--- config.mk ---
export PLATFORM = sky130hd
export DESIGN_NAME = miller_rabin_prime_test_unit
export DESIGN_NICKNAME = d
export VERILOG_FILES = /design/src/sv/mrpt_pkg.sv /design/src/sv/mrpt_modmul.sv /design/src/sv/miller_rabin_prime_test_unit.sv
export SDC_FILE = /design/constraint.sdc
export NUM_CORES = 2
export LEC_CHECK = 0
export ABC_AREA = 1
export BUFFER_PORTS_ARGS = -buffer_cell sky130_fd_sc_hd__buf_4
export CAP_MARGIN = 10
export CORE_AREA = 2 2 387 465
export DETAILED_ROUTE_END_ITERATION = 8
export DIE_AREA = 0 0 389 467
export HOLD_SLACK_MARGIN = 0.02
export PLACE_DENSITY = 0.48
export SLEW_MARGIN = 30
export SYNTH_ARGS = -nofsm -noshare
export SYNTH_HDL_FRONTEND = slang
export SYNTH_HIERARCHICAL = 1
export SYNTH_SLANG_ARGS = --single-unit
--- constraint.sdc ---
create_clock -name clk_i -period 9.3 [get_ports clk_i]
set_clock_uncertainty 0.15 [all_clocks]
set_input_delay 1.395 -clock clk_i [delete_from_list [all_inputs] [get_ports clk_i]]
set_output_delay 1.395 -clock clk_i [all_outputs]
set_load 0.01 [all_outputs]
--- src/sv/mrpt_pkg.sv ---
// ---------------------------------------------------------------------------
// mrpt_pkg
// Shared widths, base and bound tables and the controller state type for the
// Miller-Rabin prime test unit.
// ---------------------------------------------------------------------------
package mrpt_pkg;

  localparam int unsigned NumW    = 63;
  localparam int unsigned CntW    = 6;
  localparam int unsigned BaseW   = 6;
  localparam int unsigned NumBase = 12;
  localparam int unsigned IdxW    = 4;

  localparam logic [IdxW-1:0] LastIdx = IdxW'(NumBase - 1);

  typedef enum logic [3:0] {
    ST_IDLE,
    ST_DECOMP,
    ST_BRED,
    ST_NORM,
    ST_ISSUE_SQ,
    ST_WAIT_SQ,
    ST_ISSUE_MB,
    ST_WAIT_MB,
    ST_ADVANCE,
    ST_CHECK,
    ST_ISSUE_SS,
    ST_WAIT_SS,
    ST_SSCHK,
    ST_PASS,
    ST_FIN
  } mrpt_state_e;

  function automatic logic [BaseW-1:0] test_base(input logic [IdxW-1:0] k);
    logic [BaseW-1:0] b;
    unique case (k)
      4'd0:    b = 6'd2;
      4'd1:    b = 6'd3;
      4'd2:    b = 6'd5;
      4'd3:    b = 6'd7;
      4'd4:    b = 6'd11;
      4'd5:    b = 6'd13;
      4'd6:    b = 6'd17;
      4'd7:    b = 6'd19;
      4'd8:    b = 6'd23;
      4'd9:    b = 6'd29;
      4'd10:   b = 6'd31;
      4'd11:   b = 6'd37;
      default: b = 6'd2;
    endcase
    return b;
  endfunction

  // exclusive bound proven after passing bases 0..k, zero means no early stop
  function automatic logic [NumW-1:0] stop_bound(input logic [IdxW-1:0] k);
    logic [NumW-1:0] v;
    unique case (k)
      4'd1:    v = 63'd1373653;
      4'd2:    v = 63'd25326001;
      4'd3:    v = 63'd3215031751;
      4'd4:    v = 63'd2152302898747;
      4'd5:    v = 63'd3474749660383;
      4'd6:    v = 63'd341550071728321;
      4'd8:    v = 63'd3825123056546413051;
      default: v = '0;
    endcase
    return v;
  endfunction

endpackage

--- src/sv/mrpt_modmul.sv ---
// ---------------------------------------------------------------------------
// mrpt_modmul
// Bit-serial interleaved modular multiplier: one multiplier bit per cycle,
// msb first, double-and-add with conditional subtraction of the modulus.
// ---------------------------------------------------------------------------
module mrpt_modmul import mrpt_pkg::*; (
  input  logic            clk_i,
  input  logic            rst_ni,
  input  logic            start_i,
  input  logic [NumW-1:0] x_i,
  input  logic [NumW-1:0] y_i,
  input  logic [NumW-1:0] m_i,
  output logic            done_o,
  output logic [NumW-1:0] prod_o
);

  logic            busy_q, busy_d;
  logic            done_q, done_d;
  logic [CntW-1:0] cnt_q, cnt_d;
  logic [NumW-1:0] x_q, x_d;
  logic [NumW-1:0] y_q, y_d;
  logic [NumW-1:0] m_q, m_d;
  logic [NumW-1:0] acc_q, acc_d;

  logic [NumW:0]   dbl, dbl_red, add, add_red;

  always_comb begin
    dbl     = {acc_q, 1'b0};
    dbl_red = (dbl >= {1'b0, m_q}) ? dbl - {1'b0, m_q} : dbl;
    add     = dbl_red + {1'b0, x_q};
    add_red = (add >= {1'b0, m_q}) ? add - {1'b0, m_q} : add;
  end

  always_comb begin
    busy_d = busy_q;
    done_d = 1'b0;
    cnt_d  = cnt_q;
    x_d    = x_q;
    y_d    = y_q;
    m_d    = m_q;
    acc_d  = acc_q;
    if (start_i && !busy_q) begin
      busy_d = 1'b1;
      cnt_d  = CntW'(NumW);
      x_d    = x_i;
      y_d    = y_i;
      m_d    = m_i;
      acc_d  = '0;
    end else if (busy_q) begin
      acc_d = y_q[NumW-1] ? add_red[NumW-1:0] : dbl_red[NumW-1:0];
      y_d   = {y_q[NumW-2:0], 1'b0};
      cnt_d = cnt_q - 1'b1;
      if (cnt_q == CntW'(1)) begin
        busy_d = 1'b0;
        done_d = 1'b1;
      end
    end
  end

  always_ff @(posedge clk_i or negedge rst_ni) begin
    if (!rst_ni) begin
      busy_q <= 1'b0;
      done_q <= 1'b0;
      cnt_q  <= '0;
    end else begin
      busy_q <= busy_d;
      done_q <= done_d;
      cnt_q  <= cnt_d;
    end
  end

  always_ff @(posedge clk_i) begin
    x_q   <= x_d;
    y_q   <= y_d;
    m_q   <= m_d;
    acc_q <= acc_d;
  end

  assign done_o = done_q;
  assign prod_o = acc_q;

endmodule

--- src/sv/miller_rabin_prime_test_unit.sv ---
// ---------------------------------------------------------------------------
// miller_rabin_prime_test_unit
// Deterministic Miller-Rabin test of a 63-bit number against bases 2 to 37,
// with early exit at the proven bounds, on one shared bit-serial multiplier.
// ---------------------------------------------------------------------------
// every modular product runs through the shared bit-serial multiplier; each base
// needs at most about 125 products, up to twelve bases per number; numbers
// below 4 skip the test, and even ones stop after one base
// throughput: one number at a time; the next is taken once the result is staged
// reset: asynchronous active low, returns to idle with no result pending
module miller_rabin_prime_test_unit import mrpt_pkg::*; (
  input  logic            clk_i,
  input  logic            rst_ni,
  input  logic            in_valid_i,
  output logic            in_stall_o,
  input  logic [NumW-1:0] number_i,
  output logic            out_valid_o,
  input  logic            out_stall_i,
  output logic            is_prime_o
);

  mrpt_state_e      state_q, state_d;
  logic [NumW-1:0]  n_q, n_d;
  logic [NumW-1:0]  nm1_q, nm1_d;
  logic [NumW-1:0]  d_q, d_d;
  logic [NumW-1:0]  e_q, e_d;
  logic [NumW-1:0]  x_q, x_d;
  logic [CntW-1:0]  s_q, s_d;
  logic [CntW-1:0]  ebits_q, ebits_d;
  logic [CntW:0]    r_q, r_d;
  logic [BaseW-1:0] b_q, b_d;
  logic [IdxW-1:0]  k_q, k_d;
  logic             res_q, res_d;
  logic             out_valid_q, out_valid_d;
  logic             prime_q, prime_d;

  logic            accept;
  logic            mm_start;
  logic [NumW-1:0] mm_y;
  logic            mm_done;
  logic [NumW-1:0] mm_prod;
  logic            b_ge_n;
  logic            x_pass;
  logic [NumW-1:0] bound;
  logic            early_stop;
  logic            out_free;

  assign accept     = in_valid_i && (state_q == ST_IDLE);
  assign in_stall_o = (state_q != ST_IDLE);
  assign b_ge_n     = {{(NumW-BaseW){1'b0}}, b_q} >= n_q;
  assign x_pass     = (x_q == NumW'(1)) || (x_q == nm1_q);
  assign bound      = stop_bound(k_q);
  assign early_stop = (bound != '0) && (n_q < bound);
  assign out_free   = !out_valid_q || !out_stall_i;

  mrpt_modmul u_modmul (
    .clk_i  (clk_i),
    .rst_ni (rst_ni),
    .start_i(mm_start),
    .x_i    (x_q),
    .y_i    (mm_y),
    .m_i    (n_q),
    .done_o (mm_done),
    .prod_o (mm_prod)
  );

  // next state
  always_comb begin
    state_d = state_q;
    unique case (state_q)
      ST_IDLE: begin
        if (accept) begin
          state_d = (number_i < NumW'(4)) ? ST_FIN : ST_DECOMP;
        end
      end
      ST_DECOMP: begin
        if (nm1_q[0] ? 1'b1 : e_q[0]) state_d = ST_BRED;
      end
      ST_BRED:     if (!b_ge_n) state_d = ST_NORM;
      ST_NORM:     if (e_q[NumW-1]) state_d = ST_ISSUE_SQ;
      ST_ISSUE_SQ: state_d = ST_WAIT_SQ;
      ST_WAIT_SQ: begin
        if (mm_done) state_d = e_q[NumW-1] ? ST_ISSUE_MB : ST_ADVANCE;
      end
      ST_ISSUE_MB: state_d = ST_WAIT_MB;
      ST_WAIT_MB:  if (mm_done) state_d = ST_ADVANCE;
      ST_ADVANCE:  state_d = (ebits_q == CntW'(1)) ? ST_CHECK : ST_ISSUE_SQ;
      ST_CHECK: begin
        if (x_pass) state_d = ST_PASS;
        else if (s_q > CntW'(1)) state_d = ST_ISSUE_SS;
        else state_d = ST_FIN;
      end
      ST_ISSUE_SS: state_d = ST_WAIT_SS;
      ST_WAIT_SS:  if (mm_done) state_d = ST_SSCHK;
      ST_SSCHK: begin
        if (x_q == nm1_q) state_d = ST_PASS;
        else if ((r_q + 1'b1) < {1'b0, s_q}) state_d = ST_ISSUE_SS;
        else state_d = ST_FIN;
      end
      ST_PASS: begin
        if (early_stop || (k_q == LastIdx)) state_d = ST_FIN;
        else state_d = ST_BRED;
      end
      ST_FIN:  if (out_free) state_d = ST_IDLE;
      default: state_d = ST_IDLE;
    endcase
  end

  // datapath and outputs
  always_comb begin
    n_d         = n_q;
    nm1_d       = nm1_q;
    d_d         = d_q;
    e_d         = e_q;
    x_d         = x_q;
    s_d         = s_q;
    ebits_d     = ebits_q;
    r_d         = r_q;
    b_d         = b_q;
    k_d         = k_q;
    res_d       = res_q;
    out_valid_d = out_valid_q;
    prime_d     = prime_q;
    mm_start    = 1'b0;
    mm_y        = x_q;
    if (out_valid_q && !out_stall_i) out_valid_d = 1'b0;
    unique case (state_q)
      ST_IDLE: begin
        if (accept) begin
          n_d   = number_i;
          nm1_d = number_i - 1'b1;
          e_d   = number_i - 1'b1;
          s_d   = '0;
          k_d   = '0;
          b_d   = test_base('0);
          res_d = (number_i >= NumW'(2));
        end
      end
      ST_DECOMP: begin
        if (!e_q[0]) begin
          e_d = {1'b0, e_q[NumW-1:1]};
          s_d = s_q + 1'b1;
        end else begin
          d_d = e_q;
        end
      end
      ST_BRED: begin
        if (b_ge_n) begin
          b_d = b_q - n_q[BaseW-1:0];
        end else begin
          ebits_d = CntW'(NumW);
          x_d     = NumW'(1);
        end
      end
      ST_NORM: begin
        if (!e_q[NumW-1]) begin
          e_d     = {e_q[NumW-2:0], 1'b0};
          ebits_d = ebits_q - 1'b1;
        end
      end
      ST_ISSUE_SQ: mm_start = 1'b1;
      ST_WAIT_SQ:  if (mm_done) x_d = mm_prod;
      ST_ISSUE_MB: begin
        mm_start = 1'b1;
        mm_y     = {{(NumW-BaseW){1'b0}}, b_q};
      end
      ST_WAIT_MB:  if (mm_done) x_d = mm_prod;
      ST_ADVANCE: begin
        e_d     = {e_q[NumW-2:0], 1'b0};
        ebits_d = ebits_q - 1'b1;
      end
      ST_CHECK: begin
        r_d = (CntW+1)'(1);
        if (!x_pass && !(s_q > CntW'(1))) res_d = 1'b0;
      end
      ST_ISSUE_SS: mm_start = 1'b1;
      ST_WAIT_SS:  if (mm_done) x_d = mm_prod;
      ST_SSCHK: begin
        r_d = r_q + 1'b1;
        if ((x_q != nm1_q) && !((r_q + 1'b1) < {1'b0, s_q})) res_d = 1'b0;
      end
      ST_PASS: begin
        if (!(early_stop || (k_q == LastIdx))) begin
          k_d = k_q + 1'b1;
          b_d = test_base(k_q + 1'b1);
          e_d = d_q;
        end
      end
      ST_FIN: begin
        if (out_free) begin
          out_valid_d = 1'b1;
          prime_d     = res_q;
        end
      end
      default: ;
    endcase
  end

  always_ff @(posedge clk_i or negedge rst_ni) begin
    if (!rst_ni) begin
      state_q     <= ST_IDLE;
      out_valid_q <= 1'b0;
    end else begin
      state_q     <= state_d;
      out_valid_q <= out_valid_d;
    end
  end

  always_ff @(posedge clk_i) begin
    n_q     <= n_d;
    nm1_q   <= nm1_d;
    d_q     <= d_d;
    e_q     <= e_d;
    x_q     <= x_d;
    s_q     <= s_d;
    ebits_q <= ebits_d;
    r_q     <= r_d;
    b_q     <= b_d;
    k_q     <= k_d;
    res_q   <= res_d;
    prime_q <= prime_d;
  end

  assign out_valid_o = out_valid_q;
  assign is_prime_o  = prime_q;

endmodule

Yosys cells after proc, flatten, opt, wreduce, memory -nomap -nowiden
Memory sizes are Yosys's and may differ from the RTL's.
Cells that the tools add are included.

storage, ports and cells
  bits of input ports = 67
  output and inout port bits = 3
  bits in registers = 610
  memory bits (read-only) = 96
  memories = 1

cells by class
  $add $sub $neg = 10
  multiplexer cells = 63
  reductions and logical operators = 42
  order comparisons = 8
  eq/ne operators = 42

memories
  memory           depth  bits a word  read ports  clocked after Yosys merged registers in  write ports  line            RTL
  (no name shown)  16     6            1           0                                        0            mrpt_pkg.sv:36  unique case (k)

operator list
  cell                                                                number
  two-way mux 63 bit                                                  11
  one-hot mux 62 bit (7 select lines)                                 1
  one-hot mux 63 bit (5 select lines)                                 1
  greater-or-equal comparator 64 x 63 -> 1 bit                        2
  one-hot mux 63 bit (2 select lines)                                 1
  adder 64 x 63 -> 64 bit                                             1
  two-way mux 64 bit                                                  1
  subtractor 64 x 63 -> 64 bit                                        1
  == test 63 x 1 -> 1 bit, second input constant                      1
  == test 63 bit                                                      1
  greater-or-equal comparator 6 x 63 -> 1 bit                         1
  greater-or-equal comparator 63 x 2 -> 1 bit, second input constant  1
  < comparator 63 x 3 -> 1 bit, second input constant                 1
  < comparator 63 bit                                                 1
  != test 63 bit                                                      1
  nonzero test 63 bit                                                 1
  subtractor 63 x 1 -> 63 bit, second input constant                  1
  subtractor 63 bit                                                   1
  one-hot mux 4 bit (15 select lines)                                 1
  two-way mux 4 bit                                                   14
  two-way mux 6 bit                                                   9
  == test 4 bit, second input constant                                9
  one-hot mux 6 bit (3 select lines)                                  2
  == test 4 x 3 -> 1 bit, second input constant                       7
  other kinds (32)                                                    94

Depth between registers and ports, before layout
  word-level depth = 7
  depth in mapped cells = 54
  mapped depth without buffers = 53

Cells and area by module
Netlist, hierarchy kept.

by module, submodules not included
  module                        area an instance (um^2)  cells an instance  seq. area each (um^2)  times used
  mrpt_modmul                   25136.6                  3923               7136.8                 1
  miller_rabin_prime_test_unit  18900.6                  1967               10485.1                1

Worst setup path before layout
No wires, ideal clock.

  path kind = input to register
  from = input port in_valid_i
  to = register k_q[0], enable pin
  slack = 1.350 ns
  stages on the path = 4
  required time = 8.789 ns
  arrival time = 7.438 ns
  path through = inv_1 -> nor2_1 -> inv_1 -> o21ai_0

on the way
  word-level cells in the longest chain between the ends = 3

ends and longest elaborated chain
  what                                  line                                 RTL
  start: declaration                    miller_rabin_prime_test_unit.sv:14   input logic in_valid_i,
  logical AND 1 bit                     miller_rabin_prime_test_unit.sv:48   assign accept = in_valid_i && (state_q == ST_IDLE);
  != test 2 bit (no source line)        -
  AND reduction 3 bit (no source line)  -
  end signal: assignment                miller_rabin_prime_test_unit.sv:219  k_q <= k_d;
  end: declaration                      miller_rabin_prime_test_unit.sv:32   logic [IdxW-1:0] k_q, k_d;

Every way passes these cells.
A chain may end at the register's enable or synchronous reset.

Worst setup path in the final report
  from = register u_modmul.m_q[33]
  to = register u_modmul.acc_q[44], in the netlist u_modmul/prod_o[44]

on the way
  word-level cells in the longest chain between the ends = 6

ends and longest elaborated chain
  what                                                                                                 line               RTL
  start: declaration                                                                                   mrpt_modmul.sv:22  logic [NumW-1:0] m_q, m_d;
  start signal: assignment                                                                             mrpt_modmul.sv:75  m_q <= m_d;
  subtractor 64 x 63 -> 64 bit / greater-or-equal comparator 64 x 63 -> 1 bit (equally long branches)  mrpt_modmul.sv:29  dbl_red = (dbl >= {1'b0, m_q}) ? dbl - {1'b0, m_q} : dbl;
  two-way mux 64 bit                                                                                   mrpt_modmul.sv:29
  adder 64 x 63 -> 64 bit                                                                              mrpt_modmul.sv:30  add = dbl_red + {1'b0, x_q};
  subtractor 63 bit / greater-or-equal comparator 64 x 63 -> 1 bit (equally long branches)             mrpt_modmul.sv:31  add_red = (add >= {1'b0, m_q}) ? add - {1'b0, m_q} : add;
  two-way mux 63 bit                                                                                   mrpt_modmul.sv:31
  two-way mux 63 bit *                                                                                 mrpt_modmul.sv:50  acc_d = y_q[NumW-1] ? add_red[NumW-1:0] : dbl_red[NumW-1:0];
  end signal: assignment                                                                               mrpt_modmul.sv:76  acc_q <= acc_d;
  end: declaration                                                                                     mrpt_modmul.sv:23  logic [NumW-1:0] acc_q, acc_d;

Every way passes the cells marked *; elsewhere a longest branch is shown, timed or not.

==> results.json <==
{
  "rr_startpoint": "u_modmul/m_q[33]",
  "drtIter0Drc": 3119,
  "synth_xor_area_frac": 0.0522,
  "synth_compound_area_frac": 0.0978,
  "final_nets": 6379,
  "synth.top_cell.area_share": 0.364,
  "drtPass1Iterations": 6,
  "pin_count": 70,
  "worstPathArrival_ns": 9.14,
  "synth_area_leaders": "edfxtp_1 (36%), nand2_1 (14%), ha_1 (7.6%)",
  "wl_mm": 193,
  "clock_latency_ns": 0.68,
  "crit_path_max_incr_delay_ns": 0.46,
  "synth-seq-cells": 610,
  "synth_commonest_cells": "nand2_1 (1,604), inv_1 (884), nor2_1 (735)",
  "cts_tree": "done",
  "core_area_sq_mm": 0.177,
  "wl_per_cell_um": 23.0,
  "ys_seq_area_frac": 0.400,
  "hold_path_depth": 0,
  "netlist_area_sq_mm": 0.0440,
  "cts_max_level": 3,
  "grt_pass1_vias": 40600,
  "dieArea_sq_mm": 0.182,
  "fillCellCount": 19500,
  "fin_crit_ns": 8.74,
  "tightest_slew_ns": 1.02,
  "critPathLaunch": "u_modmul/m_q[33]",
  "post-synth-top-count-cell": "nand2_1",
  "syn_inst": 5890,
  "antenna_found_initial": 7,
  "die_w_um": 389,
  "slew_headroom": 0.312,
  "yosysWarnings": 6,
  "worstHoldStart": "e_q[61]",
  "critPathRequiredTime_ns": 9.70,
  "clock_path_buffers": 3,
  "period_share": 0.940,
  "grt_first_pass_wirelength_mm": 276,
  "cts_hold_buf": 0,
  "numClockSinks": 610,
  "hold_viol": 0,
  "ant_nets": 0,
  "setup_violations": 0,
  "routabilityCongestion": 1.02,
  "overflow": 0,
  "fmax_ghz": 0.114,
  "clk_pin_slew_ns": 0.07,
  "area_growth_pct": 14.3,
  "yosysTopAreaCell": "edfxtp_1",
  "synthMuxAreaShare": 0,
  "rows": 169,
  "die_h_um": 467,
  "initial_core_util": 0.249,
  "hp-class": "flip-flop to flip-flop",
  "critPathLaunchType": "flip-flop",
  "status": "finished, final reports clean",
  "path_class": "flip-flop to flip-flop",
  "grt_setup_unrepaired": "no",
  "grt_max_degree": 117,
  "syn_nets": 6228,
  "drive_above_1_share": 0.0681,
  "synth_fa_ha_area_frac": 0.0777,
  "cts_buffers": 69,
  "synth.avg_cell_area_sq_um": 7.48,
  "synth-main-ff-cell": "edfxtp_1",
  "maxSlewViolCount": 0,
  "drv_cap": 0,
  "vias": 40600,
  "async_flop_share": 0.0213,
  "cts-root-buf": "clkbuf_16",
  "drc_errors": 0,
  "fin_cells": 8404,
  "r2r_cells": 49,
  "synth_edf_count": 534,
  "path_common_cell": "nand2_1",
  "synth_top_family_by_area": "simple AND/OR/NAND/NOR gates",
  "dp.cells": 8274,
  "critPathMaxFanout": 26,
  "io_buffers": 69,
  "slowest_stage": "ha_1",
  "yosys.area_share.simple": 0.284,
  "dp_hpwl_mm": 159,
  "synthDistinctLibCells": 67,
  "end_kind": "flip-flop",
  "track_usage": 0.208,
  "viasPerCell": 4.83
}
[cell usage in the layout, fill, tap and decap left out, drive strengths merged, types with 126 or more instances in the layout]
cell type	n
inv	899
nor2	757
xor2	132
nand3	339
a21oi	314
nand2	1617
buf	192
edfxtp	534
ha	267
xnor2	126
o21ai	236
[through the flow]
| stage | TNS [ns] | hold slack (ns) | cell area (sq um) | util | setup slack [ns] |
|---|---|---|---|---|---|
| 3_3_place_gp | -0.0966 | 0.283 | 48000 | 0.272 | -0.0229 |
| 5_1_grt | 0 | 0.324 | 50300 | 0.285 | 0.00821 |
| 4_1_cts | 0 | 0.311 | 50200 | 0.284 | 0.196 |
| 6_report | 0 | 0.311 | 50300 | 0.285 | 0.557 |
| 3_5_place_dp | 0 | 0.301 | 48000 | 0.272 | 0.0467 |
| 2_1_floorplan | 0 | 0.250 | 44000 | - | 1.35 |
[layer usage]
| metal | up-vias | global-route usage | share of wire |
|---|---|---|---|
| met5 | - | 0 | 0.000067 |
| met3 | 369 | 0.0162 | 0.040 |
| li1 | 19600 | - | - |
| met1 | 19300 | 0.250 | 0.41 |
| met2 | 1310 | 0.363 | 0.48 |
| met4 | 2 | 0.124 | 0.066 |
[final timing paths]
| kind | slack (ns) | to |
|---|---|---|
| max | 0.56 | u_modmul/prod_o[44] |
| min | 0.31 | d_q[61] |
| max reg2reg | 0.56 | u_modmul/prod_o[44] |
| min reg2reg | 0.31 | d_q[61] |
| max in group asynchronous | 8.36 | u_modmul/busy_q |
| min in group asynchronous | 0.43 | state_q[2] |
[critical path, delay by kind of cell (launching register included)]
family          cells  cell delay, ns
simple gates       30            3.85
xor+xnor            1            0.29
compound gates      3            0.67
buf+inv            11            1.78
flops               1            0.35
fa+ha+maj           4            1.47
[cell type report]
| type | instances | area [sq um] | area share |
|---|---|---|---|
| diodes | 3 | 7.51 | 0.000149 |
| clock buffers | 81 | 1800 | 0.0358 |
| clock inverters | 42 | 372 | 0.00739 |
| inverters | 897 | 3370 | 0.0671 |
| multi-input cells | 4270 | 22700 | 0.451 |
| flip-flops and latches | 610 | 17600 | 0.350 |
| well taps | 2308 | 2890 | 0.0574 |
| repair buffers | 193 | 1570 | 0.0311 |
[kinds of logic (layout without fill, tap and decap cells)]
kind of cell    Yosys count  count (layout)
simple gates           2986            2986
buf+inv                1010            1213
compound gates          755             755
flops                   610             610
fa+ha+maj               271             271
xor+xnor                258             258
other cells               0               3
[flip-flops by register name, indices dropped and copies added, names as in the netlist]
name             count
b_q                  6
x_q                 63
r_q                  7
n_q                 63
u_modmul/busy_q      1
res_q                1
u_modmul/done_o      1
u_modmul/cnt_q       6
u_modmul/m_q        63
u_modmul/x_q        63
s_q                  6
state_q              4
k_q                  4
u_modmul/y_q        63
out_valid_o          1
e_q                 63
is_prime_o           1
nm1_q               63
u_modmul/prod_o     63
d_q                 62
ebits_q              6
[repair_timing]
action,4_1_cts,5_1_grt
gates resized for setup,1,9
gates cloned,0,1
setup buffers,0,3
endpoints found under the setup margin,5,63
pin swaps,0,3
endpoints found under the hold margin,0,0
Power is left out: the tool's default activity adds up to more than one toggle a clock period on the data nets, which glitch-free logic cannot reach.
